File: config.mk
export PLATFORM = sky130hd
export DESIGN_NAME = flash_log_append_sequencer_flat
export DESIGN_NICKNAME = d
export VERILOG_FILES = /design/src/sv/fla_pkg.sv /design/src/sv/fla_in_if.sv /design/src/sv/fla_out_if.sv /design/src/sv/fla_front.sv /design/src/sv/fla_queue.sv /design/src/sv/fla_back.sv /design/src/sv/flash_log_append_sequencer.sv /design/src/flat_wrapper.sv
export SDC_FILE = /design/constraint.sdc
export NUM_CORES = 1
export LEC_CHECK = 0
export BUFFER_PORTS_ARGS = -buffer_cell sky130_fd_sc_hd__buf_2
export CORE_UTILIZATION = 50
export CTS_CLUSTER_DIAMETER = 80
export CTS_CLUSTER_SIZE = 25
export DETAILED_ROUTE_END_ITERATION = 10
export HOLD_SLACK_MARGIN = 0.05
export PLACE_DENSITY = 0.7
export SETUP_SLACK_MARGIN = 0.15
export SLEW_MARGIN = 20
export SYNTH_ARGS = -nofsm -noshare
export SYNTH_HDL_FRONTEND = slang
export SYNTH_HIERARCHICAL = 1
export SYNTH_SLANG_ARGS = --single-unit
File: constraint.sdc
create_clock -name clk -period 6.8 [get_ports clk]
set_input_delay 1.36 -clock clk [delete_from_list [all_inputs] [get_ports clk]]
set_output_delay 1.36 -clock clk [all_outputs]
set_load 0.01 [all_outputs]
File: src/sv/fla_pkg.sv
`default_nettype none

package fla_pkg;

    localparam int PAGE_COUNT     = 8192;
    localparam int RESERVED_PAGES = 60;
    localparam int HEADER_BYTES   = 6;
    localparam int QUEUE_DEPTH    = 2;

    localparam int CFG_INDEX_W = 2;
    localparam int CFG_DATA_W  = 14;

    localparam logic [CFG_INDEX_W-1:0] REG_OBJECT_BYTES   = 2'd0;
    localparam logic [CFG_INDEX_W-1:0] REG_SLOTS_PER_PAGE = 2'd1;
    localparam logic [CFG_INDEX_W-1:0] REG_PAGE_LIMIT     = 2'd2;
    localparam logic [CFG_INDEX_W-1:0] REG_PAGE_OFFSET    = 2'd3;

    localparam logic [9:0]  OBJECT_BYTES_RESET   = 10'd26;
    localparam logic [7:0]  SLOTS_PER_PAGE_RESET = 8'd16;
    localparam logic [13:0] PAGE_LIMIT_RESET     = 14'(PAGE_COUNT - RESERVED_PAGES);
    localparam logic [12:0] PAGE_OFFSET_RESET    = 13'd0;

    localparam logic [1:0] CMD_ERASE  = 2'd0;
    localparam logic [1:0] CMD_OBJECT = 2'd1;
    localparam logic [1:0] CMD_HEADER = 2'd2;

    localparam logic [15:0] SEQ_FIRST = 16'h0101;
    localparam logic [15:0] SEQ_SKIP  = 16'hFFFF;

    typedef struct packed {
        logic [9:0]  object_bytes;
        logic [7:0]  slots_per_page;
        logic [13:0] page_limit;
        logic [12:0] page_offset;
    } cfg_t;

    typedef struct packed {
        logic        erase;
        logic [12:0] page;
        logic [13:0] header_page;
        logic [10:0] slot_base;
        logic [9:0]  length;
        logic [15:0] sequence_value;
        logic [7:0]  session;
    } job_t;

endpackage

`default_nettype wire

File: src/sv/fla_in_if.sv
`default_nettype none

interface fla_in_if;
    logic       valid;
    logic       ready;
    logic [7:0] session_tag;
    logic [9:0] object_length;

    modport source (output valid, output session_tag, output object_length, input ready);
    modport sink (input valid, input session_tag, input object_length, output ready);
endinterface

`default_nettype wire

File: src/sv/fla_out_if.sv
`default_nettype none

interface fla_out_if;
    logic        valid;
    logic        ready;
    logic [1:0]  command_kind;
    logic [13:0] page_index;
    logic [10:0] byte_offset;
    logic [9:0]  byte_count;
    logic [15:0] sequence_value;
    logic [7:0]  header_session;
    logic        last_command;

    modport source (
        output valid, output command_kind, output page_index, output byte_offset,
        output byte_count, output sequence_value, output header_session,
        output last_command, input ready
    );
    modport sink (
        input valid, input command_kind, input page_index, input byte_offset,
        input byte_count, input sequence_value, input header_session,
        input last_command, output ready
    );
endinterface

`default_nettype wire

File: src/sv/fla_front.sv
`default_nettype none

module fla_front (
    input  wire logic        clk,
    input  wire logic        rst_n,
    input  wire fla_pkg::cfg_t cfg,
    fla_in_if.sink           request,
    output fla_pkg::job_t    job,
    output logic             job_valid,
    input  wire logic        job_ready
);

    logic [12:0] head_page_reg;
    logic [12:0] head_page_next;
    logic [7:0]  head_slot_reg;
    logic [7:0]  head_slot_next;
    logic [15:0] seq_reg;
    logic [15:0] seq_next;
    logic [7:0]  prev_session_reg;
    logic        first_reg;

    logic        accept;
    logic        skip;
    logic [12:0] eff_page;
    logic [7:0]  eff_slot;
    logic [10:0] stride;
    logic [10:0] product;
    logic [10:0] slot_base;
    logic [8:0]  inc_slot;
    logic        advance;
    logic [15:0] seq_inc;

    function automatic logic [12:0] next_page(input logic [12:0] page,
                                              input logic [13:0] limit);
        logic [13:0] p;
        begin
            p = {1'b0, page} + 14'd1;
            if (p >= limit)
            begin
                p = 14'd0;
            end
            return p[12:0];
        end
    endfunction

    assign accept = request.valid && job_ready;
    assign request.ready = job_ready;
    assign job_valid = request.valid;

    assign skip = !first_reg && (head_slot_reg != 8'd0)
                  && (request.session_tag != prev_session_reg);
    assign eff_page = skip ? next_page(head_page_reg, cfg.page_limit) : head_page_reg;
    assign eff_slot = skip ? 8'd0 : head_slot_reg;

    assign stride = 11'(fla_pkg::HEADER_BYTES) + {1'b0, cfg.object_bytes};
    assign product = 11'(stride * head_slot_reg);
    assign slot_base = skip ? 11'd0 : product;

    assign inc_slot = {1'b0, eff_slot} + 9'd1;
    assign advance = inc_slot >= {1'b0, cfg.slots_per_page};
    assign head_slot_next = advance ? 8'd0 : inc_slot[7:0];
    assign head_page_next = advance ? next_page(eff_page, cfg.page_limit) : eff_page;

    assign seq_inc = seq_reg + 16'd1;
    assign seq_next = ((seq_inc < fla_pkg::SEQ_FIRST) || (seq_inc == fla_pkg::SEQ_SKIP))
                      ? fla_pkg::SEQ_FIRST : seq_inc;

    always_comb
    begin
        job.erase = eff_slot == 8'd0;
        job.page = eff_page;
        job.header_page = {1'b0, cfg.page_offset} + {1'b0, eff_page};
        job.slot_base = slot_base;
        job.length = request.object_length;
        job.sequence_value = seq_next;
        job.session = request.session_tag;
    end

    always_ff @(posedge clk or negedge rst_n)
    begin
        if (!rst_n)
        begin
            head_page_reg <= '0;
            head_slot_reg <= '0;
            seq_reg <= '0;
            prev_session_reg <= '0;
            first_reg <= 1'b1;
        end
        else if (accept)
        begin
            head_page_reg <= head_page_next;
            head_slot_reg <= head_slot_next;
            seq_reg <= seq_next;
            prev_session_reg <= request.session_tag;
            first_reg <= 1'b0;
        end
    end

endmodule

`default_nettype wire

File: src/sv/fla_queue.sv
`default_nettype none

module fla_queue #(
    parameter int QUEUE_DEPTH = fla_pkg::QUEUE_DEPTH
) (
    input  wire logic          clk,
    input  wire logic          rst_n,
    input  wire fla_pkg::job_t push_job,
    input  wire logic          push_valid,
    output logic               push_ready,
    output fla_pkg::job_t      pop_job,
    output logic               pop_valid,
    input  wire logic          pop_ready
);

    localparam int PTR_W = (QUEUE_DEPTH > 1) ? $clog2(QUEUE_DEPTH) : 1;
    localparam int CNT_W = $clog2(QUEUE_DEPTH + 1);
    localparam logic [PTR_W-1:0] LAST_PTR = PTR_W'(QUEUE_DEPTH - 1);
    localparam logic [CNT_W-1:0] FULL_CNT = CNT_W'(QUEUE_DEPTH);

    fla_pkg::job_t    entries [QUEUE_DEPTH];
    logic [PTR_W-1:0] wr_ptr_reg;
    logic [PTR_W-1:0] rd_ptr_reg;
    logic [CNT_W-1:0] count_reg;
    logic             push;
    logic             pop;

    assign push_ready = count_reg != FULL_CNT;
    assign pop_valid = count_reg != '0;
    assign pop_job = entries[rd_ptr_reg];
    assign push = push_valid && push_ready;
    assign pop = pop_valid && pop_ready;

    always_ff @(posedge clk)
    begin
        if (push)
        begin
            entries[wr_ptr_reg] <= push_job;
        end
    end

    always_ff @(posedge clk or negedge rst_n)
    begin
        if (!rst_n)
        begin
            wr_ptr_reg <= '0;
            rd_ptr_reg <= '0;
            count_reg <= '0;
        end
        else
        begin
            if (push)
            begin
                wr_ptr_reg <= (wr_ptr_reg == LAST_PTR) ? '0 : wr_ptr_reg + PTR_W'(1);
            end
            if (pop)
            begin
                rd_ptr_reg <= (rd_ptr_reg == LAST_PTR) ? '0 : rd_ptr_reg + PTR_W'(1);
            end
            if (push && !pop)
            begin
                count_reg <= count_reg + CNT_W'(1);
            end
            else if (pop && !push)
            begin
                count_reg <= count_reg - CNT_W'(1);
            end
        end
    end

endmodule

`default_nettype wire

File: src/sv/fla_back.sv
`default_nettype none

module fla_back (
    input  wire logic          clk,
    input  wire logic          rst_n,
    input  wire fla_pkg::job_t job,
    input  wire logic          job_valid,
    output logic               job_ready,
    fla_out_if.source          command
);

    fla_pkg::job_t cur_reg;
    logic          cur_valid_reg;
    logic [1:0]    step_reg;
    logic          load;
    logic          emit;
    logic          finish;

    logic        out_valid_reg;
    logic [1:0]  kind_reg;
    logic [13:0] page_reg;
    logic [10:0] offset_reg;
    logic [9:0]  count_reg;
    logic [15:0] seq_reg;
    logic [7:0]  session_reg;
    logic        last_reg;

    logic [1:0]  kind_next;
    logic [13:0] page_next;
    logic [10:0] offset_next;
    logic [9:0]  count_next;
    logic [15:0] seq_next;
    logic [7:0]  session_next;
    logic        last_next;

    assign load = !out_valid_reg || command.ready;
    assign emit = load && cur_valid_reg;
    assign finish = emit && (step_reg == fla_pkg::CMD_HEADER);
    assign job_ready = !cur_valid_reg || finish;

    always_comb
    begin
        kind_next = step_reg;
        page_next = {1'b0, cur_reg.page};
        offset_next = 11'd0;
        count_next = 10'd0;
        seq_next = 16'd0;
        session_next = 8'd0;
        last_next = 1'b0;
        unique case (step_reg)
            fla_pkg::CMD_ERASE:
            begin
            end
            fla_pkg::CMD_OBJECT:
            begin
                offset_next = cur_reg.slot_base + 11'(fla_pkg::HEADER_BYTES);
                count_next = cur_reg.length;
            end
            fla_pkg::CMD_HEADER:
            begin
                page_next = cur_reg.header_page;
                offset_next = cur_reg.slot_base;
                count_next = 10'(fla_pkg::HEADER_BYTES);
                seq_next = cur_reg.sequence_value;
                session_next = cur_reg.session;
                last_next = 1'b1;
            end
            default:
            begin
                kind_next = fla_pkg::CMD_HEADER;
                last_next = 1'b1;
            end
        endcase
    end

    always_ff @(posedge clk or negedge rst_n)
    begin
        if (!rst_n)
        begin
            cur_valid_reg <= 1'b0;
            step_reg <= fla_pkg::CMD_ERASE;
            out_valid_reg <= 1'b0;
        end
        else
        begin
            if (job_ready)
            begin
                cur_valid_reg <= job_valid;
                step_reg <= job.erase ? fla_pkg::CMD_ERASE : fla_pkg::CMD_OBJECT;
            end
            else if (emit)
            begin
                step_reg <= (step_reg == fla_pkg::CMD_ERASE) ? fla_pkg::CMD_OBJECT
                                                             : fla_pkg::CMD_HEADER;
            end
            if (load)
            begin
                out_valid_reg <= cur_valid_reg;
            end
        end
    end

    always_ff @(posedge clk)
    begin
        if (job_ready && job_valid)
        begin
            cur_reg <= job;
        end
        if (emit)
        begin
            kind_reg <= kind_next;
            page_reg <= page_next;
            offset_reg <= offset_next;
            count_reg <= count_next;
            seq_reg <= seq_next;
            session_reg <= session_next;
            last_reg <= last_next;
        end
    end

    assign command.valid = out_valid_reg;
    assign command.command_kind = kind_reg;
    assign command.page_index = page_reg;
    assign command.byte_offset = offset_reg;
    assign command.byte_count = count_reg;
    assign command.sequence_value = seq_reg;
    assign command.header_session = session_reg;
    assign command.last_command = last_reg;

endmodule

`default_nettype wire

File: src/sv/flash_log_append_sequencer.sv
// Channel   Direction  Payload
// request   in         session_tag, object_length
// command   out        command_kind, page_index, byte_offset, byte_count,
//                      sequence_value, header_session, last_command
//
// An append issues two commands on the command channel without an erase and
// three with one; the command emitter issues one command per cycle when not stalled.
// A request is taken whenever the job queue has room.
// The first command of an append passes the job queue, the current-job register and the output register.
// Reset clears the write head and restores the register defaults.
// Each channel stalls on its own through the job queue and the output register.
`default_nettype none

module flash_log_append_sequencer #(
    parameter int QUEUE_DEPTH = fla_pkg::QUEUE_DEPTH
) (
    input  wire logic                              clk,
    input  wire logic                              rst_n,
    fla_in_if.sink                                 request,
    fla_out_if.source                              command,
    input  wire logic                              write_enable,
    input  wire logic [fla_pkg::CFG_INDEX_W-1:0]   write_index,
    input  wire logic [fla_pkg::CFG_DATA_W-1:0]    write_data
);

    fla_pkg::cfg_t cfg_reg;
    fla_pkg::job_t front_job;
    fla_pkg::job_t back_job;
    logic          front_valid;
    logic          front_ready;
    logic          back_valid;
    logic          back_ready;

    always_ff @(posedge clk or negedge rst_n)
    begin
        if (!rst_n)
        begin
            cfg_reg.object_bytes <= fla_pkg::OBJECT_BYTES_RESET;
            cfg_reg.slots_per_page <= fla_pkg::SLOTS_PER_PAGE_RESET;
            cfg_reg.page_limit <= fla_pkg::PAGE_LIMIT_RESET;
            cfg_reg.page_offset <= fla_pkg::PAGE_OFFSET_RESET;
        end
        else if (write_enable)
        begin
            unique case (write_index)
                fla_pkg::REG_OBJECT_BYTES:   cfg_reg.object_bytes <= write_data[9:0];
                fla_pkg::REG_SLOTS_PER_PAGE: cfg_reg.slots_per_page <= write_data[7:0];
                fla_pkg::REG_PAGE_LIMIT:     cfg_reg.page_limit <= write_data[13:0];
                fla_pkg::REG_PAGE_OFFSET:    cfg_reg.page_offset <= write_data[12:0];
            endcase
        end
    end

    fla_front u_front (
        .clk       (clk),
        .rst_n     (rst_n),
        .cfg       (cfg_reg),
        .request   (request),
        .job       (front_job),
        .job_valid (front_valid),
        .job_ready (front_ready)
    );

    fla_queue #(
        .QUEUE_DEPTH (QUEUE_DEPTH)
    ) u_queue (
        .clk        (clk),
        .rst_n      (rst_n),
        .push_job   (front_job),
        .push_valid (front_valid),
        .push_ready (front_ready),
        .pop_job    (back_job),
        .pop_valid  (back_valid),
        .pop_ready  (back_ready)
    );

    fla_back u_back (
        .clk       (clk),
        .rst_n     (rst_n),
        .job       (back_job),
        .job_valid (back_valid),
        .job_ready (back_ready),
        .command   (command)
    );

    a_last_on_header: assert property (@(posedge clk) disable iff (!rst_n)
        command.valid |-> (command.last_command == (command.command_kind == fla_pkg::CMD_HEADER)))
        else $error("last_command does not mark the header program");

    a_erase_then_object: assert property (@(posedge clk) disable iff (!rst_n)
        (command.valid && command.ready && command.command_kind == fla_pkg::CMD_ERASE)
        |=> (command.valid && command.command_kind == fla_pkg::CMD_OBJECT))
        else $error("erase transfer not followed by an object program");

    a_object_then_header: assert property (@(posedge clk) disable iff (!rst_n)
        (command.valid && command.ready && command.command_kind == fla_pkg::CMD_OBJECT)
        |=> (command.valid && command.command_kind == fla_pkg::CMD_HEADER))
        else $error("object transfer not followed by a header program");

endmodule

`default_nettype wire
File: src/flat_wrapper.sv
// flat-port wrapper written by rule: the top's interface ports become plain ports
module flash_log_append_sequencer_flat 
#(
    parameter int QUEUE_DEPTH = fla_pkg::QUEUE_DEPTH
)
  (clk, rst_n, write_enable, write_index, write_data, request_valid, request_session_tag, request_object_length, request_ready, command_valid, command_command_kind, command_page_index, command_byte_offset, command_byte_count, command_sequence_value, command_header_session, command_last_command, command_ready);
  fla_in_if request_i ();
  fla_out_if command_i ();
  input  wire logic clk;
  input  wire logic rst_n;
  input  wire logic write_enable;
  input  wire logic [fla_pkg::CFG_INDEX_W-1:0] write_index;
  input  wire logic [fla_pkg::CFG_DATA_W-1:0] write_data;
  input wire logic [$bits(request_i.valid)-1:0] request_valid;
  input wire logic [$bits(request_i.session_tag)-1:0] request_session_tag;
  input wire logic [$bits(request_i.object_length)-1:0] request_object_length;
  output wire logic [$bits(request_i.ready)-1:0] request_ready;
  output wire logic [$bits(command_i.valid)-1:0] command_valid;
  output wire logic [$bits(command_i.command_kind)-1:0] command_command_kind;
  output wire logic [$bits(command_i.page_index)-1:0] command_page_index;
  output wire logic [$bits(command_i.byte_offset)-1:0] command_byte_offset;
  output wire logic [$bits(command_i.byte_count)-1:0] command_byte_count;
  output wire logic [$bits(command_i.sequence_value)-1:0] command_sequence_value;
  output wire logic [$bits(command_i.header_session)-1:0] command_header_session;
  output wire logic [$bits(command_i.last_command)-1:0] command_last_command;
  input wire logic [$bits(command_i.ready)-1:0] command_ready;
  assign request_i.valid = request_valid;
  assign request_i.session_tag = request_session_tag;
  assign request_i.object_length = request_object_length;
  assign request_ready = request_i.ready;
  assign command_valid = command_i.valid;
  assign command_command_kind = command_i.command_kind;
  assign command_page_index = command_i.page_index;
  assign command_byte_offset = command_i.byte_offset;
  assign command_byte_count = command_i.byte_count;
  assign command_sequence_value = command_i.sequence_value;
  assign command_header_session = command_i.header_session;
  assign command_last_command = command_i.last_command;
  assign command_i.ready = command_ready;
  flash_log_append_sequencer #(.QUEUE_DEPTH(QUEUE_DEPTH)) u_core (.clk(clk), .rst_n(rst_n), .request(request_i), .command(command_i), .write_enable(write_enable), .write_index(write_index), .write_data(write_data));
endmodule
Word level (Yosys, flattened, before mapping) --
Memories as Yosys holds them, arrays and structs flattened. Cells that the tools add are included.
Word-level totals: register bits after elaboration 233, memory bits (writable) 146, input port bits 39, output and inout port bits 64, word-level logic and storage cells 105, memories kept 1
Operators by class: add/sub/neg operators 11, multipliers 1, $lt $le $gt $ge 4, equal/unequal tests 8, mux-type cells 22, reduce and logical (&&, ||, !) cells 29
Memories:
- u_core.u_queue.entries | depth 2, bits a word 73, rd ports 1, clocked after memory_dff 0, write ports 1, RTL line fla_queue.sv:21 | fla_pkg::job_t entries [QUEUE_DEPTH];
Operators with widths (number):
- 13-bit two-way mux | 5
- 13-bit by 1-bit adder with 14-bit output (second input constant) | 2
- 14-bit >= comparator | 2
- 11-bit one-hot mux with 2 select lines | 1
- 10-bit one-hot mux with 2 select lines | 1
- 16-bit by 1-bit adder with 16-bit output (second input constant) | 1
- 16-bit == test (second input constant) | 1
- 16-bit by 9-bit < comparator with 1-bit output (second input constant) | 1
- 16-bit two-way mux | 1
- 8-bit two-way mux | 2
- 13-bit by 13-bit adder with 14-bit output | 1
- 11-bit by 3-bit adder with 11-bit output (second input constant) | 1
- 3-bit by 10-bit adder with 11-bit output (first input constant) | 1
- 11-bit by 8-bit multiplier with 11-bit output | 1
- 11-bit two-way mux | 1
- 2-bit two-way mux | 5
- 8-bit by 1-bit adder with 9-bit output (second input constant) | 1
- 9-bit by 8-bit >= comparator with 1-bit output | 1
- 1-bit logical AND | 8
- 8-bit logical NOT | 1
- 8-bit inequality test | 1
- 2-bit AND reduction | 4
- 8-bit nonzero test | 1
- 2-bit == test (second input constant) | 3
- 12 further kinds | 28

Logic depth before layout (Yosys ltp) --
depth after elaboration 9, mapped depth 29

By module --
The synthesis kept the hierarchy.
By module, submodules not included:
- fla_front | instances 1, cells an instance 921, area each 7273.2 sq um, seq. area each 1152.4 sq um
- fla_queue | instances 1, cells an instance 245, area each 5709.2 sq um, seq. area each 4484.3 sq um
- fla_back | instances 1, cells an instance 266, area each 4999.8 sq um, seq. area each 4124.0 sq um
- flash_log_append_sequencer | instances 1, cells an instance 97, area each 1773.0 sq um, seq. area each 1141.1 sq um

Worst setup path before layout --
OpenSTA, ideal clock, no wires.
path type register -> register, start point reg u_core.u_front.head_page_reg[6], end point reg u_core.u_front.head_page_reg[11], data arrival time 5832 ps, data required time 6718 ps, path slack 886 ps, cell stages (with the launch flop) 28, clock period less this slack 5914 ps, cells stage by stage dfrtp_1 > clkbuf_1 > and3_1 > nand2_1 > nor2_1 > nand3_1 > xor2_1 > inv_1 > ha_1 > and4_1 > o211ai_1 > or4_1 > and3_1 > buf_6 > nand2_1 > o21ai_0 > ha_1 > a31o_2 > and2_1 > ha_1 > a21oi_1 > nand2_1 > a221oi_1 > o211ai_1 > a2111oi_0 > o21ai_1 > or4_1 > a31oi_1
RTL lines:
- start: declaration | RTL line fla_front.sv:13 | logic [12:0] head_page_reg;
- start signal: assignment | RTL line fla_front.sv:91 | head_page_reg <= head_page_next;

==> reports/results.txt <==
mux share of post-synthesis cell area - 0.0906
Detailed Route Iter0 Violations - 879
Layout Skew - 20.3 ps
largest cells by area after synthesis - edfxtp_1, dfrtp_1, mux2_4
number of synthesized register bits - 379
GRT Resource Usage Total - 0.193
largest net degree at the start of global routing - 74
Hold Crit Depth - 1
post-placement setup slack - 333 ps
Skew-Pair Late Insertion Delay - 540 ps
Int Pwr - 5850 uW
Post-Syn Nets - 1,680
Unique masters post-synth - 92
critical path class - flop to flop
RePlAce Congestion - 0.954
Synth Area in Compound Gates - 0.0725
Slew headroom - 0.333
Switching Fraction - 0.362
Mapped Cells - 1,529
Post-synth EDFFs - 280
worst slew pin tran - 1000 ps
first-pass iteration count of the detailed router - 5
TritonCTS clock tree - yes
antenna viol nets, final - 0
fmax - 158 MHz
Yosys top cell by area - edfxtp_1
main combinational cell family by area after synthesis - simple AND/OR/NAND/NOR gates
Crit. End Element - flop
number of global-route vias before repair - 11,400
Clk pwr share - 0.148
Die ar. - 40,300 sq um
Initial Utilization - 0.509
Hold Fails Final Rpt - 0
antenna violations before repair - 1
Synth warnings - 6
# IOs - 103
via/cell ratio - 5.48
Die X-Extent - 201 um
Flop pwr share - 0.436
final setup TNS - 0 ps
Primary FF master, synth - edfxtp_1
synthesis-to-layout area growth - 8.08%
wire length per cell - 18.1 um
postcts setup bufs - 0
Worst Reg-to-Reg Cells - 26
NumNets Final - 1,747
wirelength, routed - 38.5 mm
htree depth - 1
syn avg cell area - 12.9 sq um
core box area - 38,800 sq um
post-layout power - 9170 uW
Leakage - 0.00845 uW
setup violators final - 0
Startpoint Class - flop
Final period util - 0.928
Critical Path RT - 7270 ps
max reg flops - 146
Comb pwr share - 0.416
Post-DP HPWL - 27.1 mm
# DRC - 0
Remaining Overflow, GRT - 0
Sw Pwr - 3320 uW
Fillers - 3,210
min Tclk post-route - 6310 ps
PwrDens - 429 nW/um^2
top cells by count, synth - edfxtp_1, nand2_1, dfrtp_1, inv_1, ha_1
RSZ-0062 raised after global routing - no
crit-path max FO - 18
area share of the largest cell type after synthesis - 0.426
CTS Sinks - 379
max-cap violation count - 0
Seq/Total Area, Yosys - 0.552
# rows - 72
global-route wire length before repair - 62.3 mm
Critical Path AT - 6780 ps
Hold Buf Count CTS - 0
cts repair resizes - 0
Num CTS Buffers - 21
overall via count from detail_route - 11,700
port bufs - 102
share of cells above drive strength 1 - 0.221
Die Ht - 201 um
simple-gate share of the synthesized area - 0.119
clock-pin slew on the worst setup and hold paths - 90 ps
final slew viol count - 0
share of flip-flops with an asynchronous set or reset - 0.261
root buf cell - clkbuf_16
xor/xnor share of the synthesized area - 0.0397
count leader, synth - edfxtp_1
adder-cell share of the synthesized area - 0.0827
Hold WC Path Type - flop to flop
status - complete, no violations
clk buf depth - 3
Cell Area, Synth - 19,800 sq um
peak supply drop - 0.214 mV
Setup WS post-layout - 487 ps
critical path, cell delays in order, from the launching register on:
cell	delay (ps)
dfrtp_2	440
ha_2	270
nand3_1	230
nor2_2	230
nand3_1	110
xor2_1	200
inv_1	70
ha_1	280
and4_1	250
o211ai_1	130
or4_1	450
and3_1	290
nand2_1	130
o21ai_0	130
ha_1	290
a31o_2	250
and2_1	160
ha_1	300
a21oi_1	160
nand2_1	80
a221oi_1	280
o211ai_1	130
a2111oi_0	400
o21ai_1	180
buf_12	180
or4_1	470
a31oi_1	170
cell families after synthesis:
| kind of cell | after synthesis |
|---|---|
| AO/OA/AOI/OAI | 198 |
| adder cells (fa/ha/maj) | 112 |
| multiplexers | 136 |
| buffers and inverters | 176 |
| flip-flops | 379 |
| XOR/XNOR | 88 |
| AND/OR/NAND/NOR | 440 |
power by group through the flow:
stage	logic (uW)	registers [uW]	clock network [uW]
floorplan	2810	3960	0
global placement	3700	4020	0
detailed placement	3790	4060	0
CTS	3810	4010	1410
global route	4220	4080	1480
finish	3810	4000	1360
routing by layer:
layer,up-vias,wire (um),GRT usage
met3,35,1930,0.0268
met5,-,0,0
met4,0,527,0.0406
li1,5602,-,-
met2,282,17500,0.301
met1,5752,18500,0.288
per-stage QoR:
step            util  cells  hold WS [ps]  cell area (sq um)
2_1_floorplan      -   1529           456              19800
3_3_place_gp   0.532   2089           469              20600
3_5_place_dp   0.532   2089           479              20600
4_1_cts        0.548   2126           495              21300
5_1_grt        0.550   2128           513              21300
6_report       0.550   2130           491              21400
final cells by class:
type,count,area [sq um],area share
repair buffers,134,798,0.0374
diodes,2,5.00,0.000234
well taps,518,648,0.0304
inverters,86,323,0.0151
clock inverters,9,97.6,0.00457
flip-flops and latches,379,10900,0.511
clock buffers,28,552,0.0258
multi-input cells,974,8020,0.376
cell usage in the layout (no fill, tap or decap), types with 10 or more instances in the layout:
master	n
nor2_1	74
o21ai_0	37
buf_4	30
nor2b_1	26
nor3_1	14
a31oi_1	17
dfstp_2	13
xnor2_1	61
ha_1	79
mux2_4	70
nand2b_1	11
xor2_1	26
a21o_1	12
clkbuf_16	21
a21oi_1	31
fa_1	31
nand3_1	37
a22o_1	12
mux2_2	63
o21a_1	10
inv_1	86
nand2_1	120
and3_1	15
dfrtp_1	84
buf_2	101
edfxtp_1	280
and2_1	65
nand4_1	10
final timing paths:
path / from / to / slack, ps
max: u_core/u_front/head_page_reg[0] / u_core/u_front/head_page_reg[11] / 490
min: u_core/u_queue/count_reg[1] / u_core/u_queue/count_reg[1] / 490
max reg2reg: u_core/u_front/head_page_reg[0] / u_core/u_front/head_page_reg[11] / 490
min reg2reg: u_core/u_queue/count_reg[1] / u_core/u_queue/count_reg[1] / 490
max in group asynchronous: rst_n / u_core/u_front/head_page_reg[0] / 4730
min in group asynchronous: rst_n / u_core/u_front/seq_reg[7] / 760
No activity file was read; power rests on OpenSTA's default activity.
